<file path="config.mk">
export PLATFORM = sky130hd
export DESIGN_NAME = calendar_time_converter_flat
export DESIGN_NICKNAME = d
export VERILOG_FILES = /design/src/sv/ctc_pkg.sv /design/src/sv/ctc_channels.sv /design/src/sv/calendar_time_converter.sv /design/src/sv/ctc_date2sec.sv /design/src/sv/ctc_sec2date.sv /design/src/flat_wrapper.sv
export SDC_FILE = /design/constraint.sdc
export NUM_CORES = 2
export LEC_CHECK = 0
export BUFFER_PORTS_ARGS = -buffer_cell sky130_fd_sc_hd__buf_2
export CORE_MARGIN = 2
export CORE_UTILIZATION = 45
export CTS_CLUSTER_DIAMETER = 100
export DETAILED_ROUTE_END_ITERATION = 8
export SETUP_SLACK_MARGIN = 0.2
export SLEW_MARGIN = 20
export SYNTH_ARGS = -nofsm -noshare
export SYNTH_HDL_FRONTEND = slang
export SYNTH_SLANG_ARGS = --single-unit
</file>
<file path="constraint.sdc">
create_clock -name clock -period 45.3 [get_ports clock]
set_clock_uncertainty 0.2 [all_clocks]
set_input_delay 2.265 -clock clock [delete_from_list [all_inputs] [get_ports clock]]
set_output_delay 2.265 -clock clock [all_outputs]
set_load 0.005 [all_outputs]
</file>
<file path="src/sv/ctc_pkg.sv">
// Shared types, constants and tables of the calendar time converter.
// No dependencies.
`timescale 1ns / 1ps

package ctc_pkg;

   typedef enum logic [1:0] {
      FUNC_TO_SEC   = 2'd0,
      FUNC_TO_DATE  = 2'd1,
      FUNC_ADD_ZONE = 2'd2,
      FUNC_SUB_ZONE = 2'd3
   } func_type;

   // Per-stage control that travels with the data
   typedef struct packed {
      logic     valid;
      func_type func;
   } ctl_type;

   // Time-of-day fields collected while splitting seconds
   typedef struct packed {
      logic [31:0] secs;
      logic [5:0]  sec;
      logic [5:0]  min;
      logic [4:0]  hour;
   } clock_type;

   localparam logic [16:0] ZONE_RESET = 17'd28800;
   localparam logic [12:0] EPOCH_YEAR = 13'd1970;
   // leap years in [1, 1969]
   localparam logic [11:0] LEAPS_BEFORE_EPOCH = 12'd477;
   // reciprocal multipliers: x/100, x/60, x/3, x/365
   localparam logic [12:0] RECIP_100 = 13'd5243;
   localparam logic [31:0] RECIP_60  = 32'h8888_8889;
   localparam logic [31:0] RECIP_3   = 32'hAAAA_AAAB;
   localparam logic [15:0] RECIP_365 = 16'd45965;

   // Days before the first of month idx+1 in a common year
   function automatic logic [8:0] days_before(input logic [3:0] idx);
      logic [8:0] r;
      unique case (idx)
         4'd0:    r = 9'd0;
         4'd1:    r = 9'd31;
         4'd2:    r = 9'd59;
         4'd3:    r = 9'd90;
         4'd4:    r = 9'd120;
         4'd5:    r = 9'd151;
         4'd6:    r = 9'd181;
         4'd7:    r = 9'd212;
         4'd8:    r = 9'd243;
         4'd9:    r = 9'd273;
         4'd10:   r = 9'd304;
         4'd11:   r = 9'd334;
         default: r = 9'd0;
      endcase
      return r;
   endfunction

endpackage

</file>
<file path="src/sv/ctc_channels.sv">
// Valid/ready channel interfaces for the request and response sides.
// No dependencies.
`timescale 1ns / 1ps

interface ctc_req_if;
   logic        valid;
   logic        ready;
   logic [1:0]  func;
   logic [11:0] year;
   logic [3:0]  month;
   logic [4:0]  day;
   logic [4:0]  hour;
   logic [5:0]  minute;
   logic [5:0]  second;
   logic [31:0] epoch_seconds;

   modport source (output valid, func, year, month, day, hour, minute, second,
                   epoch_seconds, input ready);
   modport sink   (input valid, func, year, month, day, hour, minute, second,
                   epoch_seconds, output ready);
endinterface

interface ctc_rsp_if;
   logic        valid;
   logic        ready;
   logic [31:0] epoch_seconds_out;
   logic [11:0] year_out;
   logic [3:0]  month_out;
   logic [4:0]  day_out;
   logic [4:0]  hour_out;
   logic [5:0]  minute_out;
   logic [5:0]  second_out;

   modport source (output valid, epoch_seconds_out, year_out, month_out, day_out,
                   hour_out, minute_out, second_out, input ready);
   modport sink   (input valid, epoch_seconds_out, year_out, month_out, day_out,
                   hour_out, minute_out, second_out, output ready);
endinterface

</file>
<file path="src/sv/calendar_time_converter.sv">
// Calendar time converter: date-time to epoch seconds and back.
// Depends on ctc_pkg, ctc_channels, ctc_date2sec and ctc_sec2date.
//
// Usage:
//   req_ch carries func and the input date-time or epoch seconds; rsp_ch
//   returns one result per request. csr_wr_en/csr_wr_data load the signed
//   17-bit zone offset (reset 28800) used by func 2 (add) and 3 (subtract).
// Timing:
//   13-stage pipeline. One request enters per cycle while rsp_ch is not
//   stalled; every stage is registered and all stages advance together, so
//   the throughput is one item per cycle while rsp_ch does not stall.
// Reset:
//   synchronous; empties the pipeline and loads the reset zone offset.
// Stall:
//   while rsp_ch holds a result that is not taken, the whole pipeline
//   freezes and req_ch.ready is low; nothing is dropped or repeated.
`timescale 1ns / 1ps

module calendar_time_converter import ctc_pkg::*; (
   input  logic        clock,
   input  logic        reset,
   ctc_req_if.sink     req_ch,
   ctc_rsp_if.source   rsp_ch,
   input  logic        csr_wr_en,
   input  logic [16:0] csr_wr_data
);

   logic        advance;
   logic [16:0] zone_ff, zone_in;
   ctl_type     ctl_in, ctl_mid, ctl_out;
   logic [31:0] secs_mid, epoch_mid;
   clock_type   tm_out;

   // zone offset register
   assign zone_in = csr_wr_en ? csr_wr_data : zone_ff;
   always_ff @(posedge clock) begin
      if (reset) begin
         zone_ff <= ZONE_RESET;
      end else begin
         zone_ff <= zone_in;
      end
   end

   // pipeline moves when the output stage is empty or being taken
   assign advance      = !ctl_out.valid || rsp_ch.ready;
   assign req_ch.ready = advance;
   assign ctl_in.valid = req_ch.valid;
   assign ctl_in.func  = func_type'(req_ch.func);

   ctc_date2sec u_date2sec (
      .clock    (clock),
      .reset    (reset),
      .advance  (advance),
      .ctl_i    (ctl_in),
      .year_i   (req_ch.year),
      .month_i  (req_ch.month),
      .day_i    (req_ch.day),
      .hour_i   (req_ch.hour),
      .minute_i (req_ch.minute),
      .second_i (req_ch.second),
      .epoch_i  (req_ch.epoch_seconds),
      .ctl_o    (ctl_mid),
      .secs_o   (secs_mid),
      .epoch_o  (epoch_mid)
   );

   ctc_sec2date u_sec2date (
      .clock   (clock),
      .reset   (reset),
      .advance (advance),
      .zone_i  (zone_ff),
      .ctl_i   (ctl_mid),
      .secs_i  (secs_mid),
      .epoch_i (epoch_mid),
      .ctl_o   (ctl_out),
      .time_o  (tm_out),
      .year_o  (rsp_ch.year_out),
      .month_o (rsp_ch.month_out),
      .day_o   (rsp_ch.day_out)
   );

   assign rsp_ch.valid             = ctl_out.valid;
   assign rsp_ch.epoch_seconds_out = tm_out.secs;
   assign rsp_ch.hour_out          = tm_out.hour;
   assign rsp_ch.minute_out        = tm_out.min;
   assign rsp_ch.second_out        = tm_out.sec;

endmodule

</file>
<file path="src/sv/ctc_date2sec.sv">
// Stages 1-5: date-time fields to seconds since the epoch.
// Depends on ctc_pkg.
`timescale 1ns / 1ps

module ctc_date2sec import ctc_pkg::*; (
   input  logic        clock,
   input  logic        reset,
   input  logic        advance,
   input  ctl_type     ctl_i,
   input  logic [11:0] year_i,
   input  logic [3:0]  month_i,
   input  logic [4:0]  day_i,
   input  logic [4:0]  hour_i,
   input  logic [5:0]  minute_i,
   input  logic [5:0]  second_i,
   input  logic [31:0] epoch_i,
   output ctl_type     ctl_o,
   output logic [31:0] secs_o,
   output logic [31:0] epoch_o
);

   ctl_type     ctl_ff   [1:5];
   logic [31:0] epoch_ff [1:5];
   logic [4:0]  hour_ff  [1:2];
   logic [5:0]  min_ff   [1:3];
   logic [5:0]  sec_ff   [1:4];

   logic [12:0] yr1_in, yr1_ff, n1;
   logic [3:0]  mon1_in, mon1_ff;
   logic [4:0]  day1_in, day1_ff;
   logic [25:0] py, pn;
   logic [6:0]  qy1_in, qy1_ff, qn1_in, qn1_ff;

   logic [13:0]        qy100;
   logic [12:0]        n2;
   logic               leap2;
   logic [11:0]        lu2, lp2;
   logic signed [13:0] ydiff2;
   logic [31:0]        days2_in, days2_ff;
   logic [31:0]        hrs3_in, hrs3_ff, mins4_in, mins4_ff, secs5_in, secs5_ff;

   // stage 1: clamp month and day, fold month, divide years by 100
   always_comb begin
      mon1_in = (month_i == 4'd0) ? 4'd1 : month_i;
      day1_in = (day_i == 5'd0) ? 5'd1 : day_i;
      yr1_in  = {1'b0, year_i};
      if (mon1_in > 4'd12) begin
         mon1_in = mon1_in - 4'd12;
         yr1_in  = yr1_in + 13'd1;
      end
      n1     = yr1_in - 13'd1;
      py     = 26'(yr1_in) * 26'(RECIP_100);
      pn     = 26'(n1) * 26'(RECIP_100);
      qy1_in = py[25:19];
      qn1_in = pn[25:19];
   end

   // stage 2: day count from leap rule, month table and year offset
   always_comb begin
      qy100  = 14'(qy1_ff) * 14'd100;
      leap2  = (yr1_ff[1:0] == 2'd0) &&
               ((14'(yr1_ff) != qy100) || (qy1_ff[1:0] == 2'd0));
      n2     = yr1_ff - 13'd1;
      lu2    = 12'(n2[12:2]) - 12'(qn1_ff) + 12'(qn1_ff[6:2]);
      lp2    = (yr1_ff > EPOCH_YEAR) ? (lu2 - LEAPS_BEFORE_EPOCH) : 12'd0;
      ydiff2 = $signed({1'b0, yr1_ff}) - $signed({1'b0, EPOCH_YEAR});
      days2_in = {{18{ydiff2[13]}}, ydiff2} * 32'd365 + 32'(lp2)
               + 32'(leap2 && (mon1_ff >= 4'd3))
               + 32'(days_before(mon1_ff - 4'd1)) + 32'(day1_ff) - 32'd1;
   end

   // stages 3-5: weighted sum, one multiply per stage
   assign hrs3_in  = days2_ff * 32'd24 + 32'(hour_ff[2]);
   assign mins4_in = hrs3_ff * 32'd60 + 32'(min_ff[3]);
   assign secs5_in = mins4_ff * 32'd60 + 32'(sec_ff[4]);

   // control
   always_ff @(posedge clock) begin
      if (reset) begin
         for (int i = 1; i <= 5; i++) ctl_ff[i].valid <= 1'b0;
      end else if (advance) begin
         ctl_ff[1] <= ctl_i;
         for (int i = 2; i <= 5; i++) ctl_ff[i] <= ctl_ff[i-1];
      end
   end

   // data
   always_ff @(posedge clock) begin
      if (advance) begin
         epoch_ff[1]    <= epoch_i;
         for (int i = 2; i <= 5; i++) begin
            epoch_ff[i]    <= epoch_ff[i-1];
         end
         hour_ff[1] <= hour_i;
         hour_ff[2] <= hour_ff[1];
         min_ff[1]  <= minute_i;
         for (int i = 2; i <= 3; i++) min_ff[i] <= min_ff[i-1];
         sec_ff[1]  <= second_i;
         for (int i = 2; i <= 4; i++) sec_ff[i] <= sec_ff[i-1];
         yr1_ff   <= yr1_in;
         mon1_ff  <= mon1_in;
         day1_ff  <= day1_in;
         qy1_ff   <= qy1_in;
         qn1_ff   <= qn1_in;
         days2_ff <= days2_in;
         hrs3_ff  <= hrs3_in;
         mins4_ff <= mins4_in;
         secs5_ff <= secs5_in;
      end
   end

   assign ctl_o   = ctl_ff[5];
   assign secs_o  = secs5_ff;
   assign epoch_o = epoch_ff[5];

endmodule

</file>
<file path="src/sv/ctc_sec2date.sv">
// Stages 6-13: zone shift, then seconds to date-time by reciprocal division
// and a one-step year correction. Depends on ctc_pkg.
`timescale 1ns / 1ps

module ctc_sec2date import ctc_pkg::*; (
   input  logic        clock,
   input  logic        reset,
   input  logic        advance,
   input  logic [16:0] zone_i,
   input  ctl_type     ctl_i,
   input  logic [31:0] secs_i,
   input  logic [31:0] epoch_i,
   output ctl_type     ctl_o,
   output clock_type   time_o,
   output logic [11:0] year_o,
   output logic [3:0]  month_o,
   output logic [4:0]  day_o
);

   ctl_type   ctl_ff [6:13];
   clock_type tm_ff  [6:13];
   clock_type tm6_in;
   clock_type tm_in  [7:13];

   logic [31:0] zone_ext;
   logic [63:0] p7, p8;
   logic [49:0] p9;
   logic [31:0] p10;
   logic [26:0] q1_ff, q1b_ff;
   logic [20:0] q2_ff, q2b_ff;
   logic [15:0] d_ff [9:11];
   logic [7:0]  est10_ff;
   logic [11:0] yr11_in, yr11_ff, nm11;
   logic [16:0] start11_in, start11_ff;
   logic [8:0]  len11_in, len11_ff;
   logic [11:0] yr12_in, yr12_ff;
   logic [8:0]  doy12_in, doy12_ff;
   logic        leap12_in, leap12_ff;
   logic [11:0] yr13_in, yr13_ff;
   logic [3:0]  mon13_in, mon13_ff;
   logic [4:0]  dom13_in, dom13_ff;
   logic [8:0]  mstart;

   assign zone_ext = {{15{zone_i[16]}}, zone_i};

   // stage 6: pick the seconds to split
   always_comb begin
      tm6_in = '0;
      unique case (ctl_i.func)
         FUNC_TO_SEC:   tm6_in.secs = secs_i;
         FUNC_TO_DATE:  tm6_in.secs = epoch_i;
         FUNC_ADD_ZONE: tm6_in.secs = secs_i + zone_ext;
         FUNC_SUB_ZONE: tm6_in.secs = secs_i - zone_ext;
      endcase
   end

   // stages 7-10: seconds, minutes, hours, days
   assign p7 = 64'(tm_ff[6].secs) * 64'(RECIP_60);
   assign p8 = 64'(q1_ff) * 64'(RECIP_60);
   assign p9 = 50'(q2_ff[20:3]) * 50'(RECIP_3);
   assign p10 = 32'(d_ff[9]) * 32'(RECIP_365);

   always_comb begin
      tm_in[7]      = tm_ff[6];
      tm_in[8]      = tm_ff[7];
      tm_in[8].sec  = 6'(tm_ff[7].secs - 32'(q1_ff) * 32'd60);
      tm_in[9]      = tm_ff[8];
      tm_in[9].min  = 6'(q1b_ff - 27'(q2_ff) * 27'd60);
      tm_in[10]     = tm_ff[9];
      tm_in[10].hour = 5'(q2b_ff - 21'(d_ff[9]) * 21'd24);
      for (int i = 11; i <= 13; i++) tm_in[i] = tm_ff[i-1];
      // date-to-seconds results carry no time of day
      if (ctl_ff[12].func == FUNC_TO_SEC) begin
         tm_in[13].sec  = 6'd0;
         tm_in[13].min  = 6'd0;
         tm_in[13].hour = 5'd0;
      end
   end

   // stage 11: start day of the estimated year
   always_comb begin
      yr11_in    = 12'd1970 + 12'(est10_ff);
      nm11       = yr11_in - 12'd1;
      start11_in = 17'(est10_ff) * 17'd365 + 17'(nm11[11:2]) - 17'd492
                 - 17'(nm11 >= 12'd2100);
      len11_in   = ((nm11[1:0] == 2'd0) && (nm11 != 12'd2100)) ? 9'd366 : 9'd365;
   end

   // stage 12: estimate may be one year late
   always_comb begin
      if ({1'b0, d_ff[11]} < start11_ff) begin
         yr12_in  = yr11_ff - 12'd1;
         doy12_in = 9'(17'(d_ff[11]) + 17'(len11_ff) - start11_ff);
      end else begin
         yr12_in  = yr11_ff;
         doy12_in = 9'(17'(d_ff[11]) - start11_ff);
      end
      leap12_in = (yr12_in[1:0] == 2'd0) && (yr12_in != 12'd2100);
   end

   // stage 13: month by parallel compare against month starts
   always_comb begin
      mon13_in = 4'd1;
      dom13_in = 5'(doy12_ff + 9'd1);
      mstart   = 9'd0;
      for (int i = 0; i < 12; i++) begin
         mstart = days_before(4'(i)) + ((leap12_ff && i >= 2) ? 9'd1 : 9'd0);
         if (doy12_ff >= mstart) begin
            mon13_in = 4'(i + 1);
            dom13_in = 5'(doy12_ff - mstart + 9'd1);
         end
      end
      yr13_in = yr12_ff;
      if (ctl_ff[12].func == FUNC_TO_SEC) begin
         yr13_in  = 12'd0;
         mon13_in = 4'd0;
         dom13_in = 5'd0;
      end
   end

   // control
   always_ff @(posedge clock) begin
      if (reset) begin
         for (int i = 6; i <= 13; i++) ctl_ff[i].valid <= 1'b0;
      end else if (advance) begin
         ctl_ff[6] <= ctl_i;
         for (int i = 7; i <= 13; i++) ctl_ff[i] <= ctl_ff[i-1];
      end
   end

   // data
   always_ff @(posedge clock) begin
      if (advance) begin
         tm_ff[6] <= tm6_in;
         for (int i = 7; i <= 13; i++) tm_ff[i] <= tm_in[i];
         q1_ff      <= p7[63:37];
         q1b_ff     <= q1_ff;
         q2_ff      <= p8[57:37];
         q2b_ff     <= q2_ff;
         d_ff[9]    <= p9[48:33];
         d_ff[10]   <= d_ff[9];
         d_ff[11]   <= d_ff[10];
         est10_ff   <= p10[31:24];
         yr11_ff    <= yr11_in;
         start11_ff <= start11_in;
         len11_ff   <= len11_in;
         yr12_ff    <= yr12_in;
         doy12_ff   <= doy12_in;
         leap12_ff  <= leap12_in;
         yr13_ff    <= yr13_in;
         mon13_ff   <= mon13_in;
         dom13_ff   <= dom13_in;
      end
   end

   assign ctl_o   = ctl_ff[13];
   assign time_o  = tm_ff[13];
   assign year_o  = yr13_ff;
   assign month_o = mon13_ff;
   assign day_o   = dom13_ff;

endmodule

</file>
<file path="src/flat_wrapper.sv">
// flat-port wrapper written by rule: the top's interface ports become plain ports
module calendar_time_converter_flat import ctc_pkg::*;
  (clock, reset, csr_wr_en, csr_wr_data, req_ch_valid, req_ch_func, req_ch_year, req_ch_month, req_ch_day, req_ch_hour, req_ch_minute, req_ch_second, req_ch_epoch_seconds, req_ch_ready, rsp_ch_valid, rsp_ch_epoch_seconds_out, rsp_ch_year_out, rsp_ch_month_out, rsp_ch_day_out, rsp_ch_hour_out, rsp_ch_minute_out, rsp_ch_second_out, rsp_ch_ready);
  ctc_req_if req_ch_i ();
  ctc_rsp_if rsp_ch_i ();
  input  logic clock;
  input  logic reset;
  input  logic csr_wr_en;
  input  logic [16:0] csr_wr_data;
  input wire logic [$bits(req_ch_i.valid)-1:0] req_ch_valid;
  input wire logic [$bits(req_ch_i.func)-1:0] req_ch_func;
  input wire logic [$bits(req_ch_i.year)-1:0] req_ch_year;
  input wire logic [$bits(req_ch_i.month)-1:0] req_ch_month;
  input wire logic [$bits(req_ch_i.day)-1:0] req_ch_day;
  input wire logic [$bits(req_ch_i.hour)-1:0] req_ch_hour;
  input wire logic [$bits(req_ch_i.minute)-1:0] req_ch_minute;
  input wire logic [$bits(req_ch_i.second)-1:0] req_ch_second;
  input wire logic [$bits(req_ch_i.epoch_seconds)-1:0] req_ch_epoch_seconds;
  output wire logic [$bits(req_ch_i.ready)-1:0] req_ch_ready;
  output wire logic [$bits(rsp_ch_i.valid)-1:0] rsp_ch_valid;
  output wire logic [$bits(rsp_ch_i.epoch_seconds_out)-1:0] rsp_ch_epoch_seconds_out;
  output wire logic [$bits(rsp_ch_i.year_out)-1:0] rsp_ch_year_out;
  output wire logic [$bits(rsp_ch_i.month_out)-1:0] rsp_ch_month_out;
  output wire logic [$bits(rsp_ch_i.day_out)-1:0] rsp_ch_day_out;
  output wire logic [$bits(rsp_ch_i.hour_out)-1:0] rsp_ch_hour_out;
  output wire logic [$bits(rsp_ch_i.minute_out)-1:0] rsp_ch_minute_out;
  output wire logic [$bits(rsp_ch_i.second_out)-1:0] rsp_ch_second_out;
  input wire logic [$bits(rsp_ch_i.ready)-1:0] rsp_ch_ready;
  assign req_ch_i.valid = req_ch_valid;
  assign req_ch_i.func = req_ch_func;
  assign req_ch_i.year = req_ch_year;
  assign req_ch_i.month = req_ch_month;
  assign req_ch_i.day = req_ch_day;
  assign req_ch_i.hour = req_ch_hour;
  assign req_ch_i.minute = req_ch_minute;
  assign req_ch_i.second = req_ch_second;
  assign req_ch_i.epoch_seconds = req_ch_epoch_seconds;
  assign req_ch_ready = req_ch_i.ready;
  assign rsp_ch_valid = rsp_ch_i.valid;
  assign rsp_ch_epoch_seconds_out = rsp_ch_i.epoch_seconds_out;
  assign rsp_ch_year_out = rsp_ch_i.year_out;
  assign rsp_ch_month_out = rsp_ch_i.month_out;
  assign rsp_ch_day_out = rsp_ch_i.day_out;
  assign rsp_ch_hour_out = rsp_ch_i.hour_out;
  assign rsp_ch_minute_out = rsp_ch_i.minute_out;
  assign rsp_ch_second_out = rsp_ch_i.second_out;
  assign rsp_ch_i.ready = rsp_ch_ready;
  calendar_time_converter u_core (.clock(clock), .reset(reset), .req_ch(req_ch_i), .rsp_ch(rsp_ch_i), .csr_wr_en(csr_wr_en), .csr_wr_data(csr_wr_data));
endmodule
</file>
==> flow_summary_export.csv <==
group,metric,value,unit
routing,routedWlPerCell,16.4,µm
synthesis,yosysWarnings,0,
global_routing,grt_use_total,17.3,%
synthesis,synth_cell_types,106,
cells_and_area,num-fill-cells,16140,
worst_setup_path,crit_buf_inv,8,
clock_network,clkSinkCount,938,
floorplan,pin_count,166,
routing,routed_wl,156000,µm
synthesis,async_flop_share,0,%
flow_run,drv_cap,0,
clock_network,clk_pin_slew,0.06,ns
clock_network,clockRootBuffer,"clkbuf_16",
timing,timing.final.hold_violations,0,
clock_network,cts_tree,"yes",
timing,layout_worst_path_cycle_share,23.0,%
timing,period_minus_slack,10.42,ns
worst_setup_path,critical_path.top_delay_family,"adder cells",
floorplan,core_area,181000,µm²
timing,rsz0062_at_grt,"no",
synthesis,synth.top_cells.by_area,"edfxtp_1 34%, ha_1 21%, fa_1 20%",
place,gp_congestion,0.885,
global_routing,grt_pass1_wl,261000,µm
min_path,hold_path_class,"reg -> reg",
synthesis,syn_avg_cell_area,12.0,µm²
worst_setup_path,cp_common_cell,"inv_1",
floorplan,row_count,156,
run_status,status,"completed",
synthesis,syn_area,82100,µm²
worst_setup_path,critical_path.max_fanout,10,
floorplan,die_area,186000,µm²
synthesis,synth_top_area_share,33.7,%
routing,vias,48037,
clock_network,postCtsSetupRepairBufs,0,
place,hpwl,125000,µm
worst_setup_path,worstSetupEndpointType,"flip-flop",
cells_and_area,area_growth,8.35,%
clock_network,post_cts_resized,0,
synthesis,syn_inst,6865,
floorplan,die_y,431,µm
synthesis,synth_edf_count,921,
timing,tns,0,ns
synthesis,synthFlopType,"edfxtp_1",
global_routing,antenna_found_initial,4,
synthesis,synth_top_area_cell,"edfxtp_1",
cells_and_area,drive_above_1_share,5.89,%
timing,fmax,96.0,MHz
cells_and_area,nets,9322,
floorplan,die_w,431,µm
synthesis,ys_ff_latch,938,
worst_setup_path,crit_type,"in -> reg",
timing,slew_headroom,28.6,%
routing,viasPerCell,5.05,
routing,drtAntennaViolNets,0,
routing,dr.first_iter.drc_count,2165,
global_routing,grt_pass1_vias,50716,
global_routing,grt-ovfl-total,0,
worst_setup_path,slowest_delay,0.73,ns
global_routing,grt_max_degree,173,
worst_setup_path,cp.arrival,10.66,ns
worst_setup_path,crit_slowest_cell,"xor2_1",
synthesis,ys_seq_area_share,34.1,%
clock_network,htreeDepth,3,
worst_setup_path,required,45.54,ns
clock_network,clock_latency,0.74,ns
synthesis,synth_nets,9146,
worst_setup_path,rrSetupSlack,35.91,ns
place,numPortBuffers,165,
routing,drt_pass1_iterations,5,
worst_setup_path,cp-start-kind,"input pin",
clock_network,cts-buffers-inserted,107,
clock_network,clk_path_buf_depth,3,
timing,slew_viol_final,0,
clock_network,hold_buffers,0,
timing,setup_viol,0,
routing,drc_errors,0,
timing,tightest_slew,1.06,ns
floorplan,start_util,45.3,%
[sequential cells by signal, indices dropped and copies added, names as in the netlist, 13 cells and up]
name	cells
u_core.u_date2sec.secs_o	32
u_core.u_date2sec.hrs3_ff	28
u_core.u_sec2date.q2_ff	21
u_core.u_sec2date.q1_ff	27
u_core.u_date2sec.mins4_ff	30
u_core.u_date2sec.min_ff	18
u_core.u_date2sec.yr1_ff	13
u_core.u_sec2date.tm_ff	332
u_core.u_sec2date.d_ff	48
u_core.u_date2sec.days2_ff	25
u_core.zone_ff	17
u_core.u_date2sec.ctl_ff	15
u_core.u_sec2date.start11_ff	17
u_core.u_sec2date.ctl_ff	22
u_core.u_date2sec.epoch_ff	160
u_core.u_date2sec.sec_ff	24
[worst register-to-register path, delay by kind of cell (launching register included)]
| kind | cells | cell delay (ns) |
|---|---|---|
| flops | 1 | 0.52 |
| compound gates | 10 | 1.86 |
| fa+ha+maj | 12 | 4.37 |
| buf+inv | 6 | 0.62 |
| simple gates | 8 | 1.31 |
| xor+xnor | 2 | 0.27 |
[synthesized netlist by cell type, types with 12 or more instances]
library cell  number
nand3b_1          12
o21ai_1           16
a211o_1           17
edfxtp_1         921
clkbuf_1          59
o31ai_1           14
a21oi_1          245
ha_1            1364
a211oi_1          38
nor2b_1           91
a21boi_0          13
o21ai_0          149
buf_4             49
xnor2_1          264
o21bai_1          38
nor2_1           253
and3_1            33
nor3_1            81
nand3_1           71
a31oi_1           24
dfxtp_1           17
o21a_1            52
or3_1             21
nand4_1           43
fa_1             823
a21o_1           104
and2_1            34
inv_1           1307
xor2_1           153
nand2b_1          40
mux2i_1           54
nand2_1          194
o211ai_1          16
a311oi_1          12
nor4_1            15
nor3b_1           15
[routing by layer]
metal | part of all wire (%) | vias to the layer above | GRT usage (%)
li1 | - | 23677 | -
met3 | 2.9 | 195 | 2.14
met4 | 1.9 | 0 | 3.73
met1 | 48 | 23579 | 24.5
met5 | 0 | - | 0
met2 | 47 | 586 | 28.7
[cell usage in the layout, fill, tap and decap left out, types with 12 or more instances in the layout]
cell type  count
ha_1        1364
inv_1       1307
edfxtp_1     921
fa_1         823
xnor2_1      264
nor2_1       252
a21oi_1      245
nand2_1      194
buf_2        165
xor2_1       153
o21ai_0      149
clkbuf_16    109
a21o_1       104
nor2b_1       90
nor3_1        81
nand3_1       71
mux2i_1       54
o21a_1        52
nand4_1       43
nand2b_1      39
o21bai_1      38
a211oi_1      38
and2_1        34
and3_1        33
a31oi_1       24
or3_1         21
clkbuf_1      20
buf_4         19
clkinv_1      18
a211o_1       17
dfxtp_1       17
o211ai_1      16
o21ai_1       16
nor3b_1       15
nor4_1        15
clkinv_2      15
o31ai_1       14
a21boi_0      13
a311oi_1      12
nand3b_1      12
[final timing paths]
check / from / to / cells after the start
max: req_ch_month[2] / u_core.u_date2sec.qn1_ff[6] / 31
min: u_core.u_sec2date.tm_ff[0][538] / u_core.u_sec2date.tm_ff[0][587] / 0
max reg2reg: u_core.u_date2sec.yr1_ff[1] / u_core.u_date2sec.days2_ff[24] / 38
min reg2reg: u_core.u_sec2date.tm_ff[0][538] / u_core.u_sec2date.tm_ff[0][587] / 0
[cell families after synthesis]
logic type / share of synthesized area (%)
compound gates: 7.20
buf+inv: 6.75
mux: 0.686
xor+xnor: 4.50
simple gates: 5.93
flops: 34.1
fa+ha+maj: 40.8
[through the flow]
step / cell area, µm² / cells / setup WS, ns / hold slack, ns / utilization, %
2_1_floorplan: 82100 / 6865 / 18.82 / 0.200 / -
3_3_place_gp: 85500 / 9302 / 34.30 / 0.200 / 47.2
3_5_place_dp: 85500 / 9302 / 34.02 / 0.205 / 47.2
4_1_cts: 89000 / 9503 / 34.82 / 0.199 / 49.1
5_1_grt: 89000 / 9505 / 34.24 / 0.204 / 49.1
6_report: 89000 / 9506 / 34.88 / 0.196 / 49.1
[area by class of cell]
cell class / count / area, µm² / area share (%)
antenna: 3 / 7.51 / 0.00844
sequential: 938 / 28000 / 31.5
inverter: 1308 / 4910 / 5.52
clock buffer: 129 / 2800 / 3.15
timing repair buffer: 186 / 1010 / 1.13
clock inverter: 72 / 688 / 0.773
multi-input combinational: 4500 / 48600 / 54.6
tap: 2370 / 2970 / 3.33
Power is left out: the tool's default activity adds up to more than one toggle a clock period on the data nets, which glitch-free logic cannot reach.
